==> config.mk <==
export PLATFORM = sky130hd
export DESIGN_NAME = analog_window_alarm_qualifier
export DESIGN_NICKNAME = d
export VERILOG_FILES = /design/src/sv/awq_pkg.sv /design/src/sv/awq_state_mem.sv /design/src/sv/awq_update.sv /design/src/sv/analog_window_alarm_qualifier.sv
export SDC_FILE = /design/constraint.sdc
export NUM_CORES = 2
export LEC_CHECK = 0
export BUFFER_PORTS_ARGS = -buffer_cell sky130_fd_sc_hd__buf_2
export CAP_MARGIN = 30
export CORE_MARGIN = 2
export CORE_UTILIZATION = 57
export DETAILED_ROUTE_END_ITERATION = 10
export PLACE_DENSITY = 0.85
export SLEW_MARGIN = 20
export SYNTH_ARGS = -nofsm -noshare
export SYNTH_HDL_FRONTEND = slang
export SYNTH_SLANG_ARGS = --single-unit
==> constraint.sdc <==
create_clock -name aclk -period 15.4 [get_ports aclk]
set_input_delay 0.77 -clock aclk [delete_from_list [all_inputs] [get_ports aclk]]
set_output_delay 0.77 -clock aclk [all_outputs]
set_load 0.05 [all_outputs]
==> src/sv/awq_pkg.sv <==
package awq_pkg;

    localparam logic [15:0] COUNT_MAX = 16'hFFFF;

    // Event codes of a result.
    localparam logic [1:0] EV_NONE       = 2'd0;
    localparam logic [1:0] EV_START_HIGH = 2'd1;
    localparam logic [1:0] EV_START_LOW  = 2'd2;
    localparam logic [1:0] EV_CLEAR      = 2'd3;

    // Alarm side as a two-bit signed value.
    localparam logic [1:0] SIDE_NONE = 2'b00;
    localparam logic [1:0] SIDE_HIGH = 2'b01;
    localparam logic [1:0] SIDE_LOW  = 2'b11;

    // Register indexes on the configuration port.
    localparam logic [2:0] REG_HIGH_LIMIT      = 3'd0;
    localparam logic [2:0] REG_LOW_LIMIT       = 3'd1;
    localparam logic [2:0] REG_HYST_BELOW_HIGH = 3'd2;
    localparam logic [2:0] REG_HYST_ABOVE_LOW  = 3'd3;
    localparam logic [2:0] REG_HOLD_SECONDS    = 3'd4;
    localparam logic [2:0] REG_COUNT_REQUIRED  = 3'd5;

    // Per-channel state as stored in one memory word.
    typedef struct packed {
        logic        alarm_flag;
        logic        alarm_high_side;
        logic        exc_started;
        logic [31:0] exc_start_time;
        logic [15:0] exc_count;
        logic        ret_started;
        logic [31:0] ret_start_time;
        logic [15:0] ret_count;
        logic [31:0] start_epoch;
    } entry_t;

    typedef struct packed {
        logic [31:0] high_limit;
        logic [31:0] low_limit;
        logic [30:0] hyst_below_high;
        logic [30:0] hyst_above_low;
        logic [31:0] hold_seconds;
        logic [15:0] count_required;
    } cfg_t;

    typedef struct packed {
        logic [1:0]  ev;
        logic [31:0] epoch;
        logic        in_alarm;
        logic [1:0]  side;
        logic        wr_en;
        logic        alarm_inc;
        logic        alarm_dec;
    } res_t;

endpackage

==> src/sv/awq_state_mem.sv <==
module awq_state_mem #(
    parameter int CHANNELS = 8,
    parameter int AW       = 3
) (
    input  logic            aclk,
    input  logic            aresetn,
    input  logic            rd_en,
    input  logic [AW-1:0]   rd_addr,
    input  logic            wr_en,
    input  logic [AW-1:0]   wr_addr,
    input  awq_pkg::entry_t wr_data,
    output awq_pkg::entry_t rd_q
);
    import awq_pkg::*;

    entry_t              mem [CHANNELS];
    logic [CHANNELS-1:0] valid_reg;
    entry_t              rd_data_reg;
    logic                rd_valid_reg;
    logic                fwd_reg;
    entry_t              fwd_data_reg;

    always_ff @(posedge aclk) begin
        if (wr_en) begin
            mem[wr_addr] <= wr_data;
        end
        if (rd_en) begin
            rd_data_reg  <= mem[rd_addr];
            fwd_data_reg <= wr_data;
        end
    end

    // An entry that was never written since reset reads as all zeros.
    always_ff @(posedge aclk) begin
        if (!aresetn) begin
            valid_reg    <= '0;
            rd_valid_reg <= 1'b0;
            fwd_reg      <= 1'b0;
        end else begin
            if (wr_en) begin
                valid_reg[wr_addr] <= 1'b1;
            end
            if (rd_en) begin
                rd_valid_reg <= valid_reg[rd_addr];
                // A write to the same entry at the read edge is not yet in the
                // read data, so the written word is taken instead.
                fwd_reg      <= wr_en && (wr_addr == rd_addr);
            end
        end
    end

    always_comb begin
        if (fwd_reg) begin
            rd_q = fwd_data_reg;
        end else if (rd_valid_reg) begin
            rd_q = rd_data_reg;
        end else begin
            rd_q = '0;
        end
    end

endmodule

==> src/sv/awq_update.sv <==
module awq_update (
    input  logic            ch_ok,
    input  logic [31:0]     sample_value,
    input  logic [31:0]     now_seconds,
    input  awq_pkg::cfg_t   cfg,
    input  awq_pkg::entry_t cur,
    output awq_pkg::entry_t nxt,
    output awq_pkg::res_t   res
);
    import awq_pkg::*;

    typedef struct packed {
        logic        started;
        logic [31:0] t0;
        logic [15:0] cnt;
        logic        done;
    } qual_t;

    function automatic qual_t qualify(logic started, logic [31:0] t0, logic [15:0] cnt,
                                      logic [31:0] now, logic [31:0] hold,
                                      logic [15:0] req);
        qual_t       q;
        logic [31:0] elapsed;
        q.started = 1'b1;
        q.t0      = started ? t0 : now;
        q.cnt     = started ? cnt : 16'd0;
        q.done    = 1'b0;
        elapsed   = now - q.t0;
        if (elapsed >= hold) begin
            if (q.cnt < COUNT_MAX) begin
                q.cnt = q.cnt + 16'd1;
            end
            q.done = (q.cnt >= req);
        end
        return q;
    endfunction

    logic        over;
    logic        under;
    logic        norm;
    logic [33:0] v_x;
    logic [33:0] clr_high_thr;
    logic [33:0] clr_low_thr;
    qual_t       qe;
    qual_t       qr;

    assign over  = $signed(sample_value) > $signed(cfg.high_limit);
    assign under = $signed(sample_value) < $signed(cfg.low_limit);

    // Release thresholds are formed at 34 bits so they never wrap.
    assign v_x          = {{2{sample_value[31]}}, sample_value};
    assign clr_high_thr = {{2{cfg.high_limit[31]}}, cfg.high_limit}
                          - {3'b000, cfg.hyst_below_high};
    assign clr_low_thr  = {{2{cfg.low_limit[31]}}, cfg.low_limit}
                          + {3'b000, cfg.hyst_above_low};
    assign norm = cur.alarm_high_side ? ($signed(v_x) <= $signed(clr_high_thr))
                                      : ($signed(v_x) >= $signed(clr_low_thr));

    assign qe = qualify(cur.exc_started, cur.exc_start_time, cur.exc_count,
                        now_seconds, cfg.hold_seconds, cfg.count_required);
    assign qr = qualify(cur.ret_started, cur.ret_start_time, cur.ret_count,
                        now_seconds, cfg.hold_seconds, cfg.count_required);

    always_comb begin
        nxt           = cur;
        res.ev        = EV_NONE;
        res.epoch     = 32'd0;
        res.wr_en     = ch_ok;
        res.alarm_inc = 1'b0;
        res.alarm_dec = 1'b0;
        if (!cur.alarm_flag) begin
            if (over || under) begin
                nxt.exc_started    = qe.started;
                nxt.exc_start_time = qe.t0;
                nxt.exc_count      = qe.cnt;
                if (qe.done) begin
                    nxt.alarm_flag      = 1'b1;
                    nxt.alarm_high_side = over;
                    nxt.ret_started     = 1'b0;
                    nxt.ret_count       = 16'd0;
                    nxt.start_epoch     = now_seconds;
                    res.alarm_inc       = ch_ok;
                    res.ev              = over ? EV_START_HIGH : EV_START_LOW;
                    res.epoch           = now_seconds;
                end
            end else begin
                nxt.exc_started = 1'b0;
                nxt.exc_count   = 16'd0;
            end
        end else begin
            if (norm) begin
                nxt.ret_started    = qr.started;
                nxt.ret_start_time = qr.t0;
                nxt.ret_count      = qr.cnt;
                if (qr.done) begin
                    nxt           = '0;
                    res.ev        = EV_CLEAR;
                    res.epoch     = cur.start_epoch;
                    res.alarm_dec = ch_ok;
                end
            end else begin
                nxt.ret_started = 1'b0;
                nxt.ret_count   = 16'd0;
            end
        end
        res.in_alarm = nxt.alarm_flag;
        if (!nxt.alarm_flag) begin
            res.side = SIDE_NONE;
        end else if (nxt.alarm_high_side) begin
            res.side = SIDE_HIGH;
        end else begin
            res.side = SIDE_LOW;
        end
        // A channel outside the configured range leaves everything untouched.
        if (!ch_ok) begin
            res.ev       = EV_NONE;
            res.epoch    = 32'd0;
            res.in_alarm = 1'b0;
            res.side     = SIDE_NONE;
        end
    end

endmodule

==> src/sv/analog_window_alarm_qualifier.sv <==
// Window alarm qualifier for up to CHANNELS analog channels.
//
// Input stream: s_tuser carries the channel index, s_tdata the sample value
// and its timestamp in seconds. Output stream: m_tuser carries the channel,
// m_tdata the event code, event epoch, alarm state, alarm side and the
// any-alarm flag. Every input transaction yields exactly one output
// transaction, in order.
//
// Throughput is one transaction per cycle while the receiver does not stall. A
// sample is registered together with the read of its channel's state word; the
// compute stage then computes the update and writes it back while loading the
// output register. A sample for the channel just updated takes the written
// word by forwarding.
//
// Reset clears all channel state, the alarm count and the configuration
// registers to their defaults. When the receiver stalls, the output register
// holds its result, one more sample waits in the compute stage, and s_tready
// falls until the output drains. Registers are written over the APB port.
module analog_window_alarm_qualifier #(
    parameter int CHANNELS = 8
) (
    input  logic        aclk,
    input  logic        aresetn,
    // input stream
    input  logic        s_tvalid,
    output logic        s_tready,
    input  logic [63:0] s_tdata,    // [31:0] sample_value, [63:32] now_seconds
    input  logic [2:0]  s_tuser,    // [2:0] channel
    // result stream
    output logic        m_tvalid,
    input  logic        m_tready,
    output logic [39:0] m_tdata,    // [1:0] event_res, [33:2] event_epoch,
                                    // [34] in_alarm_out, [36:35] side_out,
                                    // [37] any_alarm, [39:38] zero
    output logic [2:0]  m_tuser,    // [2:0] channel_out
    // configuration
    input  logic        psel,
    input  logic        penable,
    input  logic        pwrite,
    input  logic [4:0]  paddr,
    input  logic [31:0] pwdata,
    output logic [31:0] prdata,
    output logic        pready
);
    import awq_pkg::*;

    localparam int AW = (CHANNELS > 1) ? $clog2(CHANNELS) : 1;
    localparam int CW = $clog2(CHANNELS + 1);

    cfg_t        cfg_reg;
    logic        cfg_wr;
    logic [2:0]  reg_idx;

    logic        s1_valid_reg;
    logic [2:0]  s1_ch_reg;
    logic [31:0] s1_value_reg;
    logic [31:0] s1_now_reg;
    logic        s1_adv;
    logic        in_acc;
    logic        ch_ok;

    entry_t      cur;
    entry_t      nxt;
    res_t        res;

    logic [CW-1:0] alarm_cnt_reg;
    logic [CW-1:0] alarm_cnt_next;

    logic        m_valid_reg;
    logic [2:0]  m_ch_reg;
    logic [1:0]  m_ev_reg;
    logic [31:0] m_epoch_reg;
    logic        m_in_alarm_reg;
    logic [1:0]  m_side_reg;
    logic        m_any_reg;

    // Configuration port
    assign pready  = 1'b1;
    assign reg_idx = paddr[4:2];
    assign cfg_wr  = psel && penable && pwrite && pready;

    always_ff @(posedge aclk) begin
        if (!aresetn) begin
            cfg_reg.high_limit      <= 32'h7FFF_FFFF;
            cfg_reg.low_limit       <= 32'h8000_0000;
            cfg_reg.hyst_below_high <= 31'd0;
            cfg_reg.hyst_above_low  <= 31'd0;
            cfg_reg.hold_seconds    <= 32'd0;
            cfg_reg.count_required  <= 16'd1;
        end else if (cfg_wr) begin
            unique case (reg_idx)
                REG_HIGH_LIMIT:      cfg_reg.high_limit      <= pwdata;
                REG_LOW_LIMIT:       cfg_reg.low_limit       <= pwdata;
                REG_HYST_BELOW_HIGH: cfg_reg.hyst_below_high <= pwdata[30:0];
                REG_HYST_ABOVE_LOW:  cfg_reg.hyst_above_low  <= pwdata[30:0];
                REG_HOLD_SECONDS:    cfg_reg.hold_seconds    <= pwdata;
                REG_COUNT_REQUIRED:  cfg_reg.count_required  <= pwdata[15:0];
                default: begin
                end
            endcase
        end
    end

    always_comb begin
        unique case (reg_idx)
            REG_HIGH_LIMIT:      prdata = cfg_reg.high_limit;
            REG_LOW_LIMIT:       prdata = cfg_reg.low_limit;
            REG_HYST_BELOW_HIGH: prdata = {1'b0, cfg_reg.hyst_below_high};
            REG_HYST_ABOVE_LOW:  prdata = {1'b0, cfg_reg.hyst_above_low};
            REG_HOLD_SECONDS:    prdata = cfg_reg.hold_seconds;
            REG_COUNT_REQUIRED:  prdata = {16'd0, cfg_reg.count_required};
            default:             prdata = 32'd0;
        endcase
    end

    // Handshake and compute stage
    assign s1_adv   = s1_valid_reg && (!m_valid_reg || m_tready);
    assign s_tready = !s1_valid_reg || s1_adv;
    assign in_acc   = s_tvalid && s_tready;
    assign ch_ok    = {29'd0, s1_ch_reg} < 32'(CHANNELS);

    always_ff @(posedge aclk) begin
        if (!aresetn) begin
            s1_valid_reg <= 1'b0;
        end else if (in_acc) begin
            s1_valid_reg <= 1'b1;
        end else if (s1_adv) begin
            s1_valid_reg <= 1'b0;
        end
    end

    always_ff @(posedge aclk) begin
        if (in_acc) begin
            s1_ch_reg    <= s_tuser;
            s1_value_reg <= s_tdata[31:0];
            s1_now_reg   <= s_tdata[63:32];
        end
    end

    awq_state_mem #(
        .CHANNELS(CHANNELS),
        .AW      (AW)
    ) u_mem (
        .aclk   (aclk),
        .aresetn(aresetn),
        .rd_en  (in_acc),
        .rd_addr(AW'(s_tuser)),
        .wr_en  (s1_adv && res.wr_en),
        .wr_addr(AW'(s1_ch_reg)),
        .wr_data(nxt),
        .rd_q   (cur)
    );

    awq_update u_update (
        .ch_ok       (ch_ok),
        .sample_value(s1_value_reg),
        .now_seconds (s1_now_reg),
        .cfg         (cfg_reg),
        .cur         (cur),
        .nxt         (nxt),
        .res         (res)
    );

    always_comb begin
        alarm_cnt_next = alarm_cnt_reg;
        if (res.alarm_inc) begin
            alarm_cnt_next = alarm_cnt_reg + CW'(1);
        end else if (res.alarm_dec && (alarm_cnt_reg != '0)) begin
            alarm_cnt_next = alarm_cnt_reg - CW'(1);
        end
    end

    always_ff @(posedge aclk) begin
        if (!aresetn) begin
            alarm_cnt_reg <= '0;
        end else if (s1_adv) begin
            alarm_cnt_reg <= alarm_cnt_next;
        end
    end

    // Output register
    always_ff @(posedge aclk) begin
        if (!aresetn) begin
            m_valid_reg <= 1'b0;
        end else if (s1_adv) begin
            m_valid_reg <= 1'b1;
        end else if (m_tready) begin
            m_valid_reg <= 1'b0;
        end
    end

    always_ff @(posedge aclk) begin
        if (s1_adv) begin
            m_ch_reg       <= s1_ch_reg;
            m_ev_reg       <= res.ev;
            m_epoch_reg    <= res.epoch;
            m_in_alarm_reg <= res.in_alarm;
            m_side_reg     <= res.side;
            m_any_reg      <= (alarm_cnt_next != '0);
        end
    end

    assign m_tvalid = m_valid_reg;
    assign m_tuser  = m_ch_reg;
    assign m_tdata  = {2'b00, m_any_reg, m_side_reg, m_in_alarm_reg, m_epoch_reg, m_ev_reg};

    // Checks
    a_cnt_range: assert property (@(posedge aclk) disable iff (!aresetn)
        {{(32-CW){1'b0}}, alarm_cnt_reg} <= 32'(CHANNELS))
        else $error("alarm count exceeds channel count");

    a_clear_not_alarm: assert property (@(posedge aclk) disable iff (!aresetn)
        (m_valid_reg && (m_ev_reg == EV_CLEAR))
        |-> (!m_in_alarm_reg && (m_side_reg == SIDE_NONE)))
        else $error("cleared result still reports an alarm");

    a_alarm_any: assert property (@(posedge aclk) disable iff (!aresetn)
        (m_valid_reg && m_in_alarm_reg) |-> m_any_reg)
        else $error("channel in alarm but any-alarm flag low");

    a_start_in_alarm: assert property (@(posedge aclk) disable iff (!aresetn)
        (m_valid_reg && ((m_ev_reg == EV_START_HIGH) || (m_ev_reg == EV_START_LOW)))
        |-> m_in_alarm_reg)
        else $error("alarm start without alarm state");

    a_reset_out: assert property (@(posedge aclk) !aresetn |=> !m_valid_reg)
        else $error("result valid right after reset");

endmodule

==> results by group <==
STA
  – Max-Slew Margin vs Limit: 24.8%
  – Final period util: just under 70%
  – Unrepaired setup endpoints after global routing: no
  – Final Skew: 75.7 ps
  – Least-Margin Pin Slew: 1130 ps
  – Final setup TNS: 0 ps
  – Max-slew violations: 0
  – Hold Violations, Final: 0
  – Post-layout min period: roughly 10,000 ps
  – FMAX: 95.5 MHz
  – Final setup violating endpoints: 0

GRT
  – Number of global-route vias before repair: 49,300
  – GRT Total Usage: approximately 30%
  – Initial antenna violation count: 3
  – Global-route wire length before repair: roughly 300,000 um
  – Largest net degree at the start of global routing: 156
  – Remaining Overflow, GRT: 0

Synthesis
  – Area share of fa/ha/maj cells after synthesis: 5.97%
  – Mux share of post-synthesis cell area: 10.6%
  – Synth area leader: edfxtp_1
  – Synth warn: 0
  – Syn Std Cell Area: 75,400 um2
  – Sequential share of the synthesized area: 62.0%
  – Avg Inst Size Synth: 14.2 um2
  – Ys flop type: edfxtp_1
  – Simple-gate portion of the synthesized area: 6.87%
  – Post-synth EDFFs: between 1,000 and 1,500
  – Cells after Synth: 5,318
  – Largest family of logic cells by synthesized area: multiplexers
  – Synth Area in Compound Gates: a little over a tenth
  – Post-synthesis async set-or-reset flop share: 0%
  – Yosys top cell area share: a little under three fifths
  – Library cells used by synthesis: 111
  – Largest cells by area after synthesis: edfxtp_1 57%, mux4_2 8.0%, ha_1 5.9%
  – Synth Area in XOR/XNOR: 1.72%
  – Yosys reg bits: 1,618

Critical path
  – Reg2reg start: u_mem.rd_valid_reg$_SDFFE_PN0P_
  – CP max stage cell: o41ai_1
  – CP Data Arrival Time: 10,880 ps
  – WS Path Type: reg -> reg
  – CP startpoint kind: flip-flop
  – Worst path required time: 15,810 ps
  – Cell mode on critical path: buf_4
  – Worst r2r dst: u_mem.mem[1][13]$_DFFE_PP_
  – Max incr delay on CP: approximately 700 ps
  – CP bufs+invs: 6
  – Peak fanout along the critical path: 42
  – R2r setup slk: ~5000 ps
  – CP delay by family, top: compound AO/OA/AOI/OAI gates
  – Cells on worst reg2reg path: 31
  – CP endpoint kind: flip-flop

Run status
  – Status: finished clean

Clock tree
  – CTS tree: done
  – Post-CTS Setup Bufs: 0
  – Max Root-Sink Buffers: 3
  – Root Buffer: clkbuf_16
  – Cts hold-fix bufs: 0
  – # clock sinks: 1,618
  – PostCTS Resize Cnt: 0
  – CTS H-Tree Depth: 4
  – Clk Latency, worst-skew pair: 840 ps
  – Num CTS Buffers: 155
  – Clk slew on worst S/H paths: approximately 70 ps

Final layout
  – Share of post-route cells with drive strength above 1: between 10% and 20%
  – Commonest cells after routing, fill and taps aside: 1,428 x edfxtp_1, 570 x nand2_1, 353 x ha_1
  – Non-Filler Instances: roughly 7,400
  – Layout area overhead: 10.7%
  – Reg area: 46,700 um2
  – Multi-input combinational cell area: 26,900 um2
  – Max reg flops: 1,056
  – Most common cell after layout, fill and taps aside: edfxtp_1
  – Filler cells: a little under 9,000
  – Final net count: between 5,000 and 6,000

Routing
  – Routed Wire Length: 205,000 um
  – Avg WL per Cell: approximately 28 um
  – TritonRoute pass-1 iters: 6
  – ANT nets after route: 0
  – Drc violations: 0
  – Initial DRC count: 6,038
  – Routed vias: 49,300
  – Vias per inst: approximately 6.7

Floorplan
  – Die X: 368 um
  – Core Area: 131,000 um2
  – Initial Util: 57.4%
  – DIE AREA: 135,000 um2
  – Die height: between 300 and 400 um
  – Num rows: 133
  – # IOs: 189

Power
  – Leakage: between 20 and 30 nW
  – Maximum VDD drop: 0.129 mV
  – Pwr per Cell Area: 121 nW/um2

Place
  – Port Buffers: 183
  – DP Wirelength: 122,000 um
  – Dpl cells: between 7,000 and 8,000
  – Final Wtd Congestion: about 0.97

Hold path
  – Hold path startpoint: s_tdata[43]
  – Worst Hold Endpoint: s1_now_reg[11]$_DFFE_PP_
  – Hold/Removal Path Class: in -> reg
  – Hold Crit Depth: 1

Run
  – Max Cap Viol: 0
-- worst max-delay path by stage --
| stage | from | to | slack (ps) | cells after the start |
|---|---|---|---|---|
| after floorplan | m_tready | u_mem.mem[0][0]$_DFFE_PP_ | 810 | 4 |
| after global placement | u_mem.rd_valid_reg$_SDFFE_PN0P_ | u_mem.mem[2][20]$_DFFE_PP_ | 5770 | 31 |
| after detailed placement | u_mem.rd_valid_reg$_SDFFE_PN0P_ | u_mem.mem[5][11]$_DFFE_PP_ | 5490 | 31 |
| after CTS | u_mem.rd_valid_reg$_SDFFE_PN0P_ | u_mem.mem[3][12]$_DFFE_PP_ | 5280 | 31 |
| after global routing | u_mem.rd_valid_reg$_SDFFE_PN0P_ | u_mem.mem[1][13]$_DFFE_PP_ | 4610 | 31 |
| final | u_mem.rd_valid_reg$_SDFFE_PN0P_ | u_mem.mem[1][13]$_DFFE_PP_ | 4930 | 31 |
-- synthesized netlist by cell type, types with 50 or more instances --
library cell / number
o22ai_1: 60
xnor2_1: 80
dfxtp_1: 190
inv_1: 201
xor2_1: 66
ha_1: 353
nor2_1: 187
mux4_2: 269
clkbuf_1: 174
nor2b_1: 61
edfxtp_1: 1428
mux2_2: 139
nand3_1: 70
a22oi_1: 146
a21o_1: 81
a21boi_0: 144
o21ai_0: 250
buf_1: 51
o211ai_1: 50
nand2_1: 571
a21oi_1: 192
-- layout make-up --
type | instances | share of cell area [%]
antenna | 2 | 0.00600
clock buffer | 195 | 5.03
clock inverter | 91 | 1.22
inverter | 201 | 0.904
multi-input combinational | 3245 | 32.3
sequential | 1618 | 56.0
tap | 1755 | 2.63
timing repair buffer | 268 | 1.93
-- metal layers --
layer	part of all wire (%)	up-vias	wire length (um)	track usage, %
met5	0.012	-	24	0
met4	4.9	4	10100	14.9
met3	10	678	21200	6.08
met2	49	3315	100000	49.7
met1	36	24400	73100	37.1
li1	-	20900	-	-
-- stage by stage --
step	total power, W	setup slack [ps]	cell area (um2)	hold slack [ps]	utilization, %
detailed placement	0.00620	5490	78100	460	59.5
global placement	0.00614	5770	78100	442	59.5
CTS	0.0101	5280	83300	52.2	63.4
floorplan	0.00588	805	75400	435	-
global route	0.0103	4610	83400	81.4	63.5
finish	0.0101	4930	83400	108	63.5
-- logic make-up (layout without fill, tap and decap cells) --
family          count (synthesis)  count (layout)
simple gates                 1125            1125
buf+inv                       456             755
other cells                     2               5
mux                           448             448
compound gates               1165            1165
flops                        1618            1618
fa+ha+maj                     357             357
xor+xnor                      147             147
-- power breakdown --
part	switching (W)	total [W]	internal [W]
logic	0.000720	0.00110	0.000376
registers	0.0000806	0.00507	0.00499
clock network	0.00177	0.00390	0.00214
total	0.00257	0.0101	0.00750
Note: power is estimated with default switching activity, not from simulation.
